===== src/hw/rtl/tfj_pkg.sv =====
// Shared types, limits and codes for the TLV8 fragment-join decoder.
// No dependencies; imported by every module of the block.
package tfj_pkg;

   localparam int MAX_FIELDS        = 64;
   localparam int MAX_MESSAGE_BYTES = 4096;

   // Wire length saturates one past the limit
   localparam int WL_W  = $clog2(MAX_MESSAGE_BYTES + 2);
   localparam int FC_W  = 7;
   localparam int AR_W  = 13;

   localparam logic [WL_W-1:0] MAX_WL   = WL_W'(MAX_MESSAGE_BYTES);
   localparam logic [FC_W-1:0] MAX_FLDS = FC_W'(MAX_FIELDS);

   // Status codes; ST_OK also means "no error recorded"
   localparam logic [1:0] ST_OK       = 2'd0;
   localparam logic [1:0] ST_INVALID  = 2'd1;
   localparam logic [1:0] ST_NO_SPACE = 2'd2;

   // Event codes
   localparam logic [1:0] EV_NONE = 2'd0;
   localparam logic [1:0] EV_OPEN = 2'd1;
   localparam logic [1:0] EV_DATA = 2'd2;

   // Parser phases
   localparam logic [1:0] PH_TYPE   = 2'd0;
   localparam logic [1:0] PH_LENGTH = 2'd1;
   localparam logic [1:0] PH_VALUE  = 2'd2;

   localparam logic [7:0] TYPE_SEP  = 8'd255;
   localparam logic [7:0] LEN_FULL  = 8'd255;
   localparam logic [8:0] NO_TYPE   = 9'd256;

   // Register indexes
   localparam logic CSR_ITEM_CAP  = 1'b0;
   localparam logic CSR_ARENA_CAP = 1'b1;

   localparam logic [FC_W-1:0] ITEM_CAP_RST  = 7'd64;
   localparam logic [AR_W-1:0] ARENA_CAP_RST = 13'd4096;

   typedef struct packed {
      logic [7:0] wire_byte;
      logic       byte_valid;
      logic       end_of_message;
   } item_type;

   typedef struct packed {
      logic [FC_W-1:0] item_capacity;
      logic [AR_W-1:0] arena_capacity;
   } cfg_type;

   typedef struct packed {
      logic            have;
      logic [1:0]      event_res;
      logic [5:0]      field_index;
      logic [7:0]      field_type;
      logic [7:0]      data_byte;
      logic [11:0]     arena_offset;
      logic            done_res;
      logic [1:0]      status;
      logic [FC_W-1:0] field_count;
   } res_type;

endpackage


===== src/hw/rtl/tfj_csr.sv =====
// Capacity registers of the TLV8 fragment-join decoder.
// Depends on tfj_pkg for register indexes and reset values.
module tfj_csr
   import tfj_pkg::*;
(
   input  logic            clock,
   input  logic            reset,
   input  logic            csr_valid,
   output logic            csr_ready,
   input  logic            csr_index,
   input  logic [AR_W-1:0] csr_data,
   output cfg_type         cfg
);

   logic [FC_W-1:0] item_cap_ff,  item_cap_in;
   logic [AR_W-1:0] arena_cap_ff, arena_cap_in;

   assign csr_ready = 1'b1;

   always_comb begin
      item_cap_in  = item_cap_ff;
      arena_cap_in = arena_cap_ff;
      if (csr_valid) begin
         unique case (csr_index)
            CSR_ITEM_CAP:  item_cap_in  = csr_data[FC_W-1:0];
            CSR_ARENA_CAP: arena_cap_in = csr_data;
            default: ;
         endcase
      end
   end

   always_ff @(posedge clock) begin
      if (reset) begin
         item_cap_ff  <= ITEM_CAP_RST;
         arena_cap_ff <= ARENA_CAP_RST;
      end else begin
         item_cap_ff  <= item_cap_in;
         arena_cap_ff <= arena_cap_in;
      end
   end

   assign cfg.item_capacity  = item_cap_ff;
   assign cfg.arena_capacity = arena_cap_ff;

endmodule


===== src/hw/rtl/tfj_parse.sv =====
// Message state and combinational parse of one item for the TLV8 decoder.
// Depends on tfj_pkg for codes, limits and the item/result structs.
module tfj_parse
   import tfj_pkg::*;
(
   input  logic     clock,
   input  logic     reset,
   input  logic     item_fire,
   input  item_type item,
   input  cfg_type  cfg,
   output res_type  res
);

   logic [1:0]      phase_ff,       phase_in;
   logic [7:0]      cur_type_ff,    cur_type_in;
   logic [7:0]      bytes_rem_ff,   bytes_rem_in;
   logic [8:0]      prev_type_ff,   prev_type_in;
   logic [7:0]      prev_len_ff,    prev_len_in;
   logic [FC_W-1:0] fields_ff,      fields_in;
   logic [AR_W-1:0] arena_used_ff,  arena_used_in;
   logic [WL_W-1:0] wire_len_ff,    wire_len_in;
   logic [1:0]      first_err_ff,   first_err_in;
   logic [1:0]      pending_err_ff, pending_err_in;

   logic            join_rec;
   logic            opened;
   logic [1:0]      pending_v;
   logic [FC_W-1:0] icap;
   logic [AR_W-1:0] room;
   logic [FC_W-1:0] fields_dec;
   logic [1:0]      status_v;

   assign icap       = (cfg.item_capacity > MAX_FLDS) ? MAX_FLDS : cfg.item_capacity;
   assign room       = (arena_used_ff >= cfg.arena_capacity) ? '0
                                                             : cfg.arena_capacity - arena_used_ff;
   assign join_rec   = ({1'b0, cur_type_ff} == prev_type_ff) && (prev_len_ff == LEN_FULL);
   assign fields_dec = fields_ff - FC_W'(1);

   always_comb begin
      phase_in       = phase_ff;
      cur_type_in    = cur_type_ff;
      bytes_rem_in   = bytes_rem_ff;
      prev_type_in   = prev_type_ff;
      prev_len_in    = prev_len_ff;
      fields_in      = fields_ff;
      arena_used_in  = arena_used_ff;
      wire_len_in    = wire_len_ff;
      first_err_in   = first_err_ff;
      pending_err_in = pending_err_ff;
      pending_v      = pending_err_ff;
      opened         = 1'b0;
      status_v       = ST_OK;
      res            = '0;

      if (item_fire) begin
         if (item.byte_valid) begin
            if (wire_len_ff <= MAX_WL) wire_len_in = wire_len_ff + WL_W'(1);
            // bytes past the length limit or after an error are counted only
            if ((wire_len_in <= MAX_WL) && (first_err_ff == ST_OK)) begin
               unique case (phase_ff)
                  PH_TYPE: begin
                     cur_type_in = item.wire_byte;
                     phase_in    = PH_LENGTH;
                  end
                  PH_LENGTH: begin
                     if (cur_type_ff == TYPE_SEP) begin
                        if (item.wire_byte != 8'd0) begin
                           first_err_in = ST_INVALID;
                        end else begin
                           prev_type_in = NO_TYPE;
                           prev_len_in  = 8'd0;
                           phase_in     = PH_TYPE;
                        end
                     end else begin
                        if (!join_rec && (fields_ff >= icap)) begin
                           pending_v = ST_NO_SPACE;
                        end else if ({5'd0, item.wire_byte} > room) begin
                           pending_v = ST_NO_SPACE;
                        end else if (!join_rec) begin
                           fields_in = fields_ff + FC_W'(1);
                           opened    = 1'b1;
                        end
                        prev_type_in = {1'b0, cur_type_ff};
                        prev_len_in  = item.wire_byte;
                        bytes_rem_in = item.wire_byte;
                        if (item.wire_byte == 8'd0) begin
                           // empty record closes at once; promote pending error
                           phase_in       = PH_TYPE;
                           if (pending_v != ST_OK) first_err_in = pending_v;
                           pending_err_in = ST_OK;
                        end else begin
                           phase_in       = PH_VALUE;
                           pending_err_in = pending_v;
                        end
                        if (opened) begin
                           res.have        = 1'b1;
                           res.event_res   = EV_OPEN;
                           res.field_index = fields_ff[5:0];
                           res.field_type  = cur_type_ff;
                        end
                     end
                  end
                  PH_VALUE: begin
                     if (pending_err_ff == ST_OK) begin
                        res.have         = 1'b1;
                        res.event_res    = EV_DATA;
                        res.field_index  = fields_dec[5:0];
                        res.field_type   = cur_type_ff;
                        res.data_byte    = item.wire_byte;
                        res.arena_offset = arena_used_ff[11:0];
                        arena_used_in    = arena_used_ff + AR_W'(1);
                     end
                     bytes_rem_in = bytes_rem_ff - 8'd1;
                     if (bytes_rem_in == 8'd0) begin
                        phase_in       = PH_TYPE;
                        if (pending_err_ff != ST_OK) first_err_in = pending_err_ff;
                        pending_err_in = ST_OK;
                     end
                  end
                  default: phase_in = PH_TYPE;
               endcase
            end
         end

         if (item.end_of_message) begin
            if (wire_len_in > MAX_WL)         status_v = ST_NO_SPACE;
            else if (first_err_in != ST_OK)   status_v = first_err_in;
            else if (phase_in != PH_TYPE)     status_v = ST_INVALID;
            else                              status_v = ST_OK;
            res.have        = 1'b1;
            res.done_res    = 1'b1;
            res.status      = status_v;
            res.field_count = (status_v == ST_OK) ? fields_in : '0;
            // drop all message state
            phase_in       = PH_TYPE;
            cur_type_in    = 8'd0;
            bytes_rem_in   = 8'd0;
            prev_type_in   = NO_TYPE;
            prev_len_in    = 8'd0;
            fields_in      = '0;
            arena_used_in  = '0;
            wire_len_in    = '0;
            first_err_in   = ST_OK;
            pending_err_in = ST_OK;
         end
      end
   end

   always_ff @(posedge clock) begin
      if (reset) begin
         phase_ff       <= PH_TYPE;
         cur_type_ff    <= 8'd0;
         bytes_rem_ff   <= 8'd0;
         prev_type_ff   <= NO_TYPE;
         prev_len_ff    <= 8'd0;
         fields_ff      <= '0;
         arena_used_ff  <= '0;
         wire_len_ff    <= '0;
         first_err_ff   <= ST_OK;
         pending_err_ff <= ST_OK;
      end else begin
         phase_ff       <= phase_in;
         cur_type_ff    <= cur_type_in;
         bytes_rem_ff   <= bytes_rem_in;
         prev_type_ff   <= prev_type_in;
         prev_len_ff    <= prev_len_in;
         fields_ff      <= fields_in;
         arena_used_ff  <= arena_used_in;
         wire_len_ff    <= wire_len_in;
         first_err_ff   <= first_err_in;
         pending_err_ff <= pending_err_in;
      end
   end

endmodule


===== src/hw/rtl/tlv8_fragment_join_decoder_core.sv =====
// Top level of the TLV8 fragment-join decoder: input register, parser, result register.
// Depends on tfj_pkg, tfj_csr and tfj_parse.
// Usage:
//   req_* carries one item per accepted cycle: a message byte (req_byte_valid high)
//   and/or the end-of-message mark. An item is taken when req_valid is high and
//   req_stall is low. rsp_* carries at most one result per item: a field-open or
//   data event, or the end-of-message status with the field count.
//   csr_* writes item_capacity (index 0) or arena_capacity (index 1); csr_ready
//   is always high. Write only while no message item is in flight.
// Timing:
//   An accepted item is held in the input register and parsed from there once the
//   result register is free or being drained; its result is then registered and
//   driven on rsp_*. One item per cycle is sustained while no result is stalled;
//   the byte parse is the single combinational stage between the two registers.
// Stall:
//   While rsp_stall holds a result, the parser stops and the input register
//   holds its item; req_stall rises only when that register is full and blocked.
// Reset:
//   Synchronous reset empties both registers, clears the message state and sets
//   the capacities to 64 fields and 4096 bytes.
module tlv8_fragment_join_decoder_core
   import tfj_pkg::*;
(
   input  logic            clock,
   input  logic            reset,
   input  logic            req_valid,
   output logic            req_stall,
   input  logic [7:0]      req_wire_byte,
   input  logic            req_byte_valid,
   input  logic            req_end_of_message,
   output logic            rsp_valid,
   input  logic            rsp_stall,
   output logic [1:0]      rsp_event_res,
   output logic [5:0]      rsp_field_index,
   output logic [7:0]      rsp_field_type,
   output logic [7:0]      rsp_data_byte,
   output logic [11:0]     rsp_arena_offset,
   output logic            rsp_done_res,
   output logic [1:0]      rsp_status,
   output logic [FC_W-1:0] rsp_field_count,
   input  logic            csr_valid,
   output logic            csr_ready,
   input  logic            csr_index,
   input  logic [AR_W-1:0] csr_data
);

   cfg_type  cfg;
   item_type s1_item_ff, s1_item_in;
   logic     s1_valid_ff, s1_valid_in;
   res_type  parse_res;
   res_type  rsp_ff, rsp_in;
   logic     rsp_valid_ff, rsp_valid_in;
   logic     advance;
   logic     req_take;

   tfj_csr u_csr (
      .clock     (clock),
      .reset     (reset),
      .csr_valid (csr_valid),
      .csr_ready (csr_ready),
      .csr_index (csr_index),
      .csr_data  (csr_data),
      .cfg       (cfg)
   );

   tfj_parse u_parse (
      .clock     (clock),
      .reset     (reset),
      .item_fire (advance),
      .item      (s1_item_ff),
      .cfg       (cfg),
      .res       (parse_res)
   );

   // parse whenever the result register is free or being drained
   assign advance   = s1_valid_ff && (!rsp_valid_ff || !rsp_stall);
   assign req_stall = s1_valid_ff && !advance;
   assign req_take  = req_valid && !req_stall;

   always_comb begin
      s1_valid_in = req_take || (s1_valid_ff && !advance);
      s1_item_in  = s1_item_ff;
      if (req_take) begin
         s1_item_in.wire_byte      = req_wire_byte;
         s1_item_in.byte_valid     = req_byte_valid;
         s1_item_in.end_of_message = req_end_of_message;
      end

      rsp_valid_in = rsp_valid_ff && rsp_stall;
      rsp_in       = rsp_ff;
      if (advance && parse_res.have) begin
         rsp_valid_in = 1'b1;
         rsp_in       = parse_res;
      end
   end

   always_ff @(posedge clock) begin
      if (reset) begin
         s1_valid_ff  <= 1'b0;
         rsp_valid_ff <= 1'b0;
      end else begin
         s1_valid_ff  <= s1_valid_in;
         rsp_valid_ff <= rsp_valid_in;
      end
   end

   always_ff @(posedge clock) begin
      s1_item_ff <= s1_item_in;
      rsp_ff     <= rsp_in;
   end

   assign rsp_valid        = rsp_valid_ff;
   assign rsp_event_res    = rsp_ff.event_res;
   assign rsp_field_index  = rsp_ff.field_index;
   assign rsp_field_type   = rsp_ff.field_type;
   assign rsp_data_byte    = rsp_ff.data_byte;
   assign rsp_arena_offset = rsp_ff.arena_offset;
   assign rsp_done_res     = rsp_ff.done_res;
   assign rsp_status       = rsp_ff.status;
   assign rsp_field_count  = rsp_ff.field_count;

`ifndef SYNTHESIS
   a_stall_needs_item: assert property (@(posedge clock) disable iff (reset)
      req_stall |-> s1_valid_ff)
      else $error("input stalled with an empty input register");

   a_result_kept: assert property (@(posedge clock) disable iff (reset)
      rsp_valid && rsp_stall |=> rsp_valid)
      else $error("stalled result was dropped");

   a_result_meaningful: assert property (@(posedge clock) disable iff (reset)
      rsp_valid |-> (rsp_event_res != EV_NONE) || rsp_done_res)
      else $error("result carries neither an event nor a status");

   a_no_parse_when_blocked: assert property (@(posedge clock) disable iff (reset)
      rsp_valid && rsp_stall |-> !advance)
      else $error("parser advanced while the result register was blocked");
`endif

endmodule


===== config.mk =====
export PLATFORM = sky130hd
export DESIGN_NAME = tlv8_fragment_join_decoder_core
export DESIGN_NICKNAME = d
export VERILOG_FILES = /design/src/hw/rtl/tfj_pkg.sv /design/src/hw/rtl/tfj_csr.sv /design/src/hw/rtl/tfj_parse.sv /design/src/hw/rtl/tlv8_fragment_join_decoder_core.sv
export SDC_FILE = /design/constraint.sdc
export NUM_CORES = 1
export LEC_CHECK = 0
export ABC_AREA = 1
export BUFFER_PORTS_ARGS = -buffer_cell sky130_fd_sc_hd__buf_2
export CAP_MARGIN = 40
export CORE_ASPECT_RATIO = 1.2
export CORE_UTILIZATION = 60
export DETAILED_ROUTE_END_ITERATION = 10
export PLACE_DENSITY = 0.9
export REMOVE_ABC_BUFFERS = 1
export SETUP_SLACK_MARGIN = 0.2
export SLEW_MARGIN = 30
export SYNTH_ARGS = -nofsm -noshare
export SYNTH_HDL_FRONTEND = slang
export SYNTH_SLANG_ARGS = --single-unit

===== constraint.sdc =====
create_clock -name clock -period 6.3 [get_ports clock]
set_clock_uncertainty 0.2 [all_clocks]
set_input_delay 0.63 -clock clock [delete_from_list [all_inputs] [get_ports clock]]
set_output_delay 0.63 -clock clock [all_outputs]
set_load 0.05 [all_outputs]

Word level (Yosys, flattened, before mapping)
Cells that the tools add are included.
Widths: inputs -> output; s select.
{"block": "word_totals", "input_bits": 29, "out_inout_bits": 49, "word_cells": 192, "regBits": 150}
{"block": "op_classes", "order_cmp": 7, "addsub": 6, "reduce_logical": 44, "eq_ne": 8, "bitwise": 1, "n_mux": 101}
{"operator": "$mux 13", "n": 12}
{"operator": "$mux 8", "n": 14}
{"operator": "$mux 37", "n": 3}
{"operator": "$mux 2", "n": 35}
{"operator": "$mux 7", "n": 10}
{"operator": "$mux 9", "n": 6}
{"operator": "$mux 47", "n": 1}
{"operator": "$mux 17", "n": 2}
{"operator": "$pmux 17 s2", "n": 1}
{"operator": "$add 13x1->13 const B", "n": 2}
{"operator": "$le 13x13->1 const B", "n": 2}
{"operator": "$mux 20", "n": 1}
{"operator": "$reduce_and 5->1", "n": 4}
{"operator": "$reduce_bool 2->1", "n": 10}
{"operator": "$eq 8x8->1 const B", "n": 2}
{"operator": "$logic_not 8->1", "n": 2}
{"operator": "$pmux 8 s2", "n": 1}
{"operator": "$ge 13x13->1", "n": 1}
{"operator": "$gt 13x13->1 const B", "n": 1}
{"operator": "$gt 8x13->1", "n": 1}
{"operator": "$sub 13x13->13", "n": 1}
{"operator": "$mux 1", "n": 11}
{"operator": "$mux 10", "n": 1}
{"operator": "$eq 8x9->1", "n": 1}
{"operator": "other kinds (22)", "n": 42}

Longest topological paths before layout
{"block": "logic_depth", "ltp_word": 29, "ltp_mapped": 28}

By module
A second synthesis with hierarchy kept.
{"block": "unflattened", "hier_cells": 1164, "area_unflattened_um2": 8567.0}
{"mod": "tfj_parse", "area_per_inst_um2": 5994.5, "cells_per_inst": 985, "n_inst": 1}
{"mod": "tlv8_fragment_join_decoder_core", "area_per_inst_um2": 1786.7, "cells_per_inst": 74, "n_inst": 1}
{"mod": "tfj_csr", "area_per_inst_um2": 785.8, "cells_per_inst": 105, "n_inst": 1}

Least setup slack after synthesis
OpenSTA, ideal clock, no wires.
{"block": "synth_path", "path_kind": "flip-flop to flip-flop", "from": "register u_parse.arena_used_ff[2]", "to": "register rsp_ff (netlist bit rsp_arena_offset[0]), enable pin", "arrival_time_ps": 4429, "period_less_slack_ps": 5033, "setup_slack_ps": 1267, "stages_incl_launch_ff": 25, "path_buffers": 0, "path_cell_list": "dfxtp_1 inv_1 ha_1 nand2_1 nand2_1 o21bai_2 inv_1 o21ai_1 nand3_1 a21boi_2 inv_1 or2_2 ha_1 a21oi_1 nand2_1 a21oi_1 o21ai_0 o31a_1 nand2_1 nand2_1 nor3_1 nand3_2 inv_1 nor2_4 nand2_1"}
{"block": "synth_via", "elab_chain_cells": 18, "elab_cells_between_ends": 19}
{"item": "start: declaration", "line": "tfj_parse.sv:20", "source": "logic [AR_W-1:0] arena_used_ff, arena_used_in;"}
{"item": "start signal: assignment", "line": "tfj_parse.sv:168", "source": "arena_used_ff <= arena_used_in;"}
{"item": "$sub 13x13->13 or $ge 13x13->1 (tied branches)", "line": "tfj_parse.sv:35, tfj_parse.sv:34"}
{"item": "$mux 13 *", "line": "tfj_parse.sv:34", "source": "assign room = (arena_used_ff >= cfg.arena_capacity) ? '0"}
{"item": "$gt 8x13->1 *", "line": "tfj_parse.sv:77", "source": "end else if ({5'd0, item.wire_byte} > room) begin"}
{"item": "$mux 1 *", "line": "tfj_parse.sv:77"}
{"item": "$mux 1 *", "line": "tfj_parse.sv:75", "source": "if (!join_rec && (fields_ff >= icap)) begin"}
{"item": "$mux 1 *", "line": "tfj_parse.sv:66", "source": "if (cur_type_ff == TYPE_SEP) begin"}
{"item": "$mux 1 *", "line": "tfj_parse.sv:60", "source": "unique case (phase_ff)"}
{"item": "$mux 1 *", "line": "tfj_parse.sv:59", "source": "if ((wire_len_in <= MAX_WL) && (first_err_ff == ST_OK)) begin"}
{"item": "[... 2 more ...]"}
{"item": "$mux 17 *", "line": "tfj_parse.sv:95", "source": "if (opened) begin"}
{"item": "$mux 17 *", "line": "tfj_parse.sv:66"}
{"item": "$pmux 17 s2 *", "line": "tfj_parse.sv:60"}
{"item": "$mux 37 *", "line": "tfj_parse.sv:59"}
{"item": "$mux 37 *", "line": "tfj_parse.sv:56", "source": "if (item.byte_valid) begin"}
{"item": "$mux 1 *", "line": "tfj_parse.sv:125", "source": "if (item.end_of_message) begin"}
{"item": "$mux 47 *", "line": "tfj_parse.sv:55", "source": "if (item_fire) begin"}
{"item": "$logic_and 1x1->1 *", "line": "tlv8_fragment_join_decoder_core.sv:91", "source": "if (advance && parse_res.have) begin"}
{"item": "end signal: assignment", "line": "tlv8_fragment_join_decoder_core.sv:109", "source": "rsp_ff <= rsp_in;"}
{"item": "end: declaration", "line": "tlv8_fragment_join_decoder_core.sv:51", "source": "res_type rsp_ff, rsp_in;"}
Mark *: on every way between the ends. The rest lies on a longest branch, timed or not. The select of a mux whose other input is x is not followed.
A chain may end at the register's enable or synchronous reset.

Final worst setup path
{"block": "layout_path", "from": "register u_parse.arena_used_ff[2]", "to": "register rsp_ff (netlist bit rsp_arena_offset[1]), enable pin"}
The elaborated chain is that of the path after synthesis.

==> results.md <==
* Top cells by area, synth: dfxtp_1 22%, edfxtp_1 19%, nand2_1 13%
* Highest cell delay on the worst timing path at ~510 ps
* Setup crit end kind: flop
* Sink Count at 150
* Worst path slowest cell: buf_4
* Clk pwr share at 0.421
* Min Tclk post-route at 5255 ps
* Fraction of registers with async set/reset at 0
* Sw frac at 0.2723
* H-Tree Depth at 4
* Synthesized area per cell at 7.228 um2
* Yosys reg bits at 150
* Number of max-cap violations at 0
* PortBufs at 76
* Largest net degree at the start of global routing at 43
* Number of global-route vias before repair at around 7500
* Die Span X at ~110 um
* Worst-Margin Slew at 722.2 ps
* Relative slew slack at 0.5168
* Hold Fails Final Rpt at 0
* Placer Congestion at ~0.97
* Clock slew at reported path FFs at about 60 ps
* Critical Path Most Common Cell: nand2_1
* Area leader, netlist: dfxtp_1
* Drt pass-1 iters at 8
* Most frequent cells in the layout: 299 x nand2_1, 170 x nor2_1, 146 x inv_1
* Final antenna-violating net count at 0
* YS warnings at 0
* Fin util at 0.6997
* First-pass GRT wire length at 35160 um
* Total power at roughly 0.0024 W
* Yosys cell types at 50
* DRC at 5
* Crit path launch type: flop
* RSZ-0062 raised after global routing: false
* HP Class: primary input to flop
* # IOs at 78
* Clk_lat worst skew at approximately 440 ps
* WL final at 21710 um
* Arrival time at the worst endpoint at between 5000 and 6000 ps
* Worst path required time at a little over 6000 ps
* Failing checks: design-rule violations
* Clock Root Buffer: clkbuf_16
* Sequential area share after synthesis at 0.4084
* Setup slack, reg-to-reg at around 1000 ps
* Flop pwr share at 0.439
* Area grow syn2layout at 12.25%
* Resize count post-CTS at 0
* Hold_ws at 172.8 ps
* Antenna diodes at 0
* Crit-path max FO at 42
* EDFF count, synth at 56
* Wire per inst at 14.88 um
* P per Cell Area at ~250 nW/um2
* Nets@finish at between 1000 and 1500
* Initial antenna violation count at 0
* Int Pwr at 0.001758 W
* Top cell type's share of synthesized area at 0.2157
* Worst reg2reg endpoint: rsp_arena_offset[1]
* Worst r2r path cells at 25
* Reg2reg start: u_parse.arena_used_ff[2]
* Status: finished, violations left
* VDD IR-drop max at 0.2055 mV
* Synth Instances at approximately 1200
* TNS Setup at 0 ps
* Slew Viols, Final at 0
* Total GRT Usage at 0.2953
* Net Sw Power at roughly 0.00066 W
* Number of cells on the worst hold path at 1
* Crit Path Class: flop to flop
* Drt initial violations at between 700 and 800
* CTS buffer count at 17
* Core Footprint at about 14000 um2
* Vias at between 8000 and 9000
* Post-route clock period utilization at 0.8341
* Fmax at roughly 190 MHz
* Via-per-instance ratio at about 5.7
* Synth Cell Area at approximately 8700 um2
* Most used DFF post-synth: dfxtp_1
* Logic pwr share at 0.140
* Most common cell after layout, fill and taps aside: nand2_1
* Die ar. at about 15000 um2
* Starting density of the core at 0.6234
* CTS tree: built
* Final setup violation count at 0
* Hold-fix buffers, CTS at 0
* DIE HEIGHT at 134.1 um
* Post-CTS setup buffers at 0
* Hold wc startpoint: req_wire_byte[4]
* Cell row count at 47
* Layout cell share with drive strength beyond 1 at 0.1157
* Worst hold endpoint: s1_item_ff[6]
* Max Buffers Root-to-Sink at 2
* Post-DP HPWL at ~15000 um
* Overflow after GRT at 0
* Leakage at approximately 4.2 nW
-- state kept, by name (all words and copies together), names as in the netlist, 2 cells and up --
register / cells
s1_item_ff: 10
u_parse.wire_len_ff: 13
rsp_field_count: 7
rsp_event_res: 2
u_parse.first_err_ff: 2
rsp_data_byte: 8
rsp_arena_offset: 12
u_parse.prev_len_ff: 8
u_parse.bytes_rem_ff: 8
u_parse.fields_ff: 7
rsp_status: 2
u_parse.phase_ff: 2
rsp_field_type: 8
u_parse.cur_type_ff: 8
rsp_field_index: 6
u_csr.arena_cap_ff: 13
u_parse.arena_used_ff: 13
u_parse.pending_err_ff: 2
u_csr.item_cap_ff: 7
u_parse.prev_type_ff: 9
-- worst max path at each step --
stage / startpoint / end / cells after the start
finish: u_parse.arena_used_ff[2] / rsp_arena_offset[1] / 25
CTS: u_parse.arena_used_ff[2] / rsp_arena_offset[1] / 25
global placement: u_parse.arena_used_ff[2] / rsp_arena_offset[9] / 25
detailed placement: u_parse.arena_used_ff[2] / rsp_arena_offset[9] / 25
global route: u_parse.arena_used_ff[2] / rsp_arena_offset[1] / 25
floorplan: u_parse.arena_used_ff[2] / rsp_arena_offset[0] / 24
-- synth_stat cells (4+ instances only) --
library cell / count
clkbuf_1: 21
o22ai_1: 9
o21ai_1: 8
xor2_1: 14
nand2_2: 5
a211oi_1: 9
nand4_1: 27
o21ai_0: 66
ha_1: 39
nand2_1: 300
o21a_1: 4
nor3_1: 16
inv_2: 7
nand3_1: 80
inv_1: 146
nor4_1: 6
a21oi_1: 70
nand3b_1: 5
buf_6: 4
nor2_1: 170
edfxtp_1: 56
dfxtp_1: 94
or2_2: 7
-- metal layers --
layer / up-vias / wire length (um) / GRT usage
li1: 4099 / - / -
met1: 3817 / 9213 / 0.3610
met2: 330 / 10570 / 0.5017
met3: 58 / 1260 / 0.05423
met4: 0 / 668 / 0.1452
met5: - / 0 / 0
-- power by group through the flow --
| stage | sequential [W] | combinational (W) | clock [W] |
|---|---|---|---|
| global placement | 0.00108 | 0.000322 | 0 |
| global route | 0.00106 | 0.000375 | 0.00106 |
| floorplan | 0.00110 | 0.000218 | 0 |
| finish | 0.00106 | 0.000337 | 0.00102 |
| CTS | 0.00106 | 0.000332 | 0.00102 |
| detailed placement | 0.00108 | 0.000327 | 0 |
-- through the flow --
step	cell area [um2]	setup slack [ps]	instances
final	9793	1045	1459
after global placement	9190	1337	1426
after CTS	9793	1105	1459
after global routing	9793	563.3	1459
after detailed placement	9201	1130	1427
after floorplan	8571	1267	1176
-- cells by family (layout without fill, tap and decap cells) --
kind of cell | Yosys count | in the layout | share of synthesized area
AND/OR/NAND/NOR | 630 | 630 | 0.3102
buffers and inverters | 185 | 266 | 0.08418
AO/OA/AOI/OAI | 184 | 184 | 0.1215
flip-flops | 150 | 150 | 0.4084
adder cells (fa/ha/maj) | 40 | 40 | 0.05822
XOR/XNOR | 17 | 17 | 0.01707
other | 1 | 1 | 0.0004298
-- worst max-delay path: cells and delay by family, from the launching register on --
family | cells | cell delay [ps]
adders and majority gates | 2 | 660
AOI/OAI and AO/OA | 7 | 1040
buffers and inverters | 5 | 960
and+or+nand+nor | 11 | 1640
DFF | 1 | 350
-- layout make-up --
class                           count  area [um2]
Sequential cell                   150        3563
Inverter                          154       580.6
Clock inverter                     11       121.4
Multi-Input combinational cell    872        4429
Tap cell                          171       214.0
Timing Repair Buffer               80       414.1
Clock buffer                       21       470.5
Fill cell                        1113        4203
No activity file was read; power rests on OpenSTA's default activity.
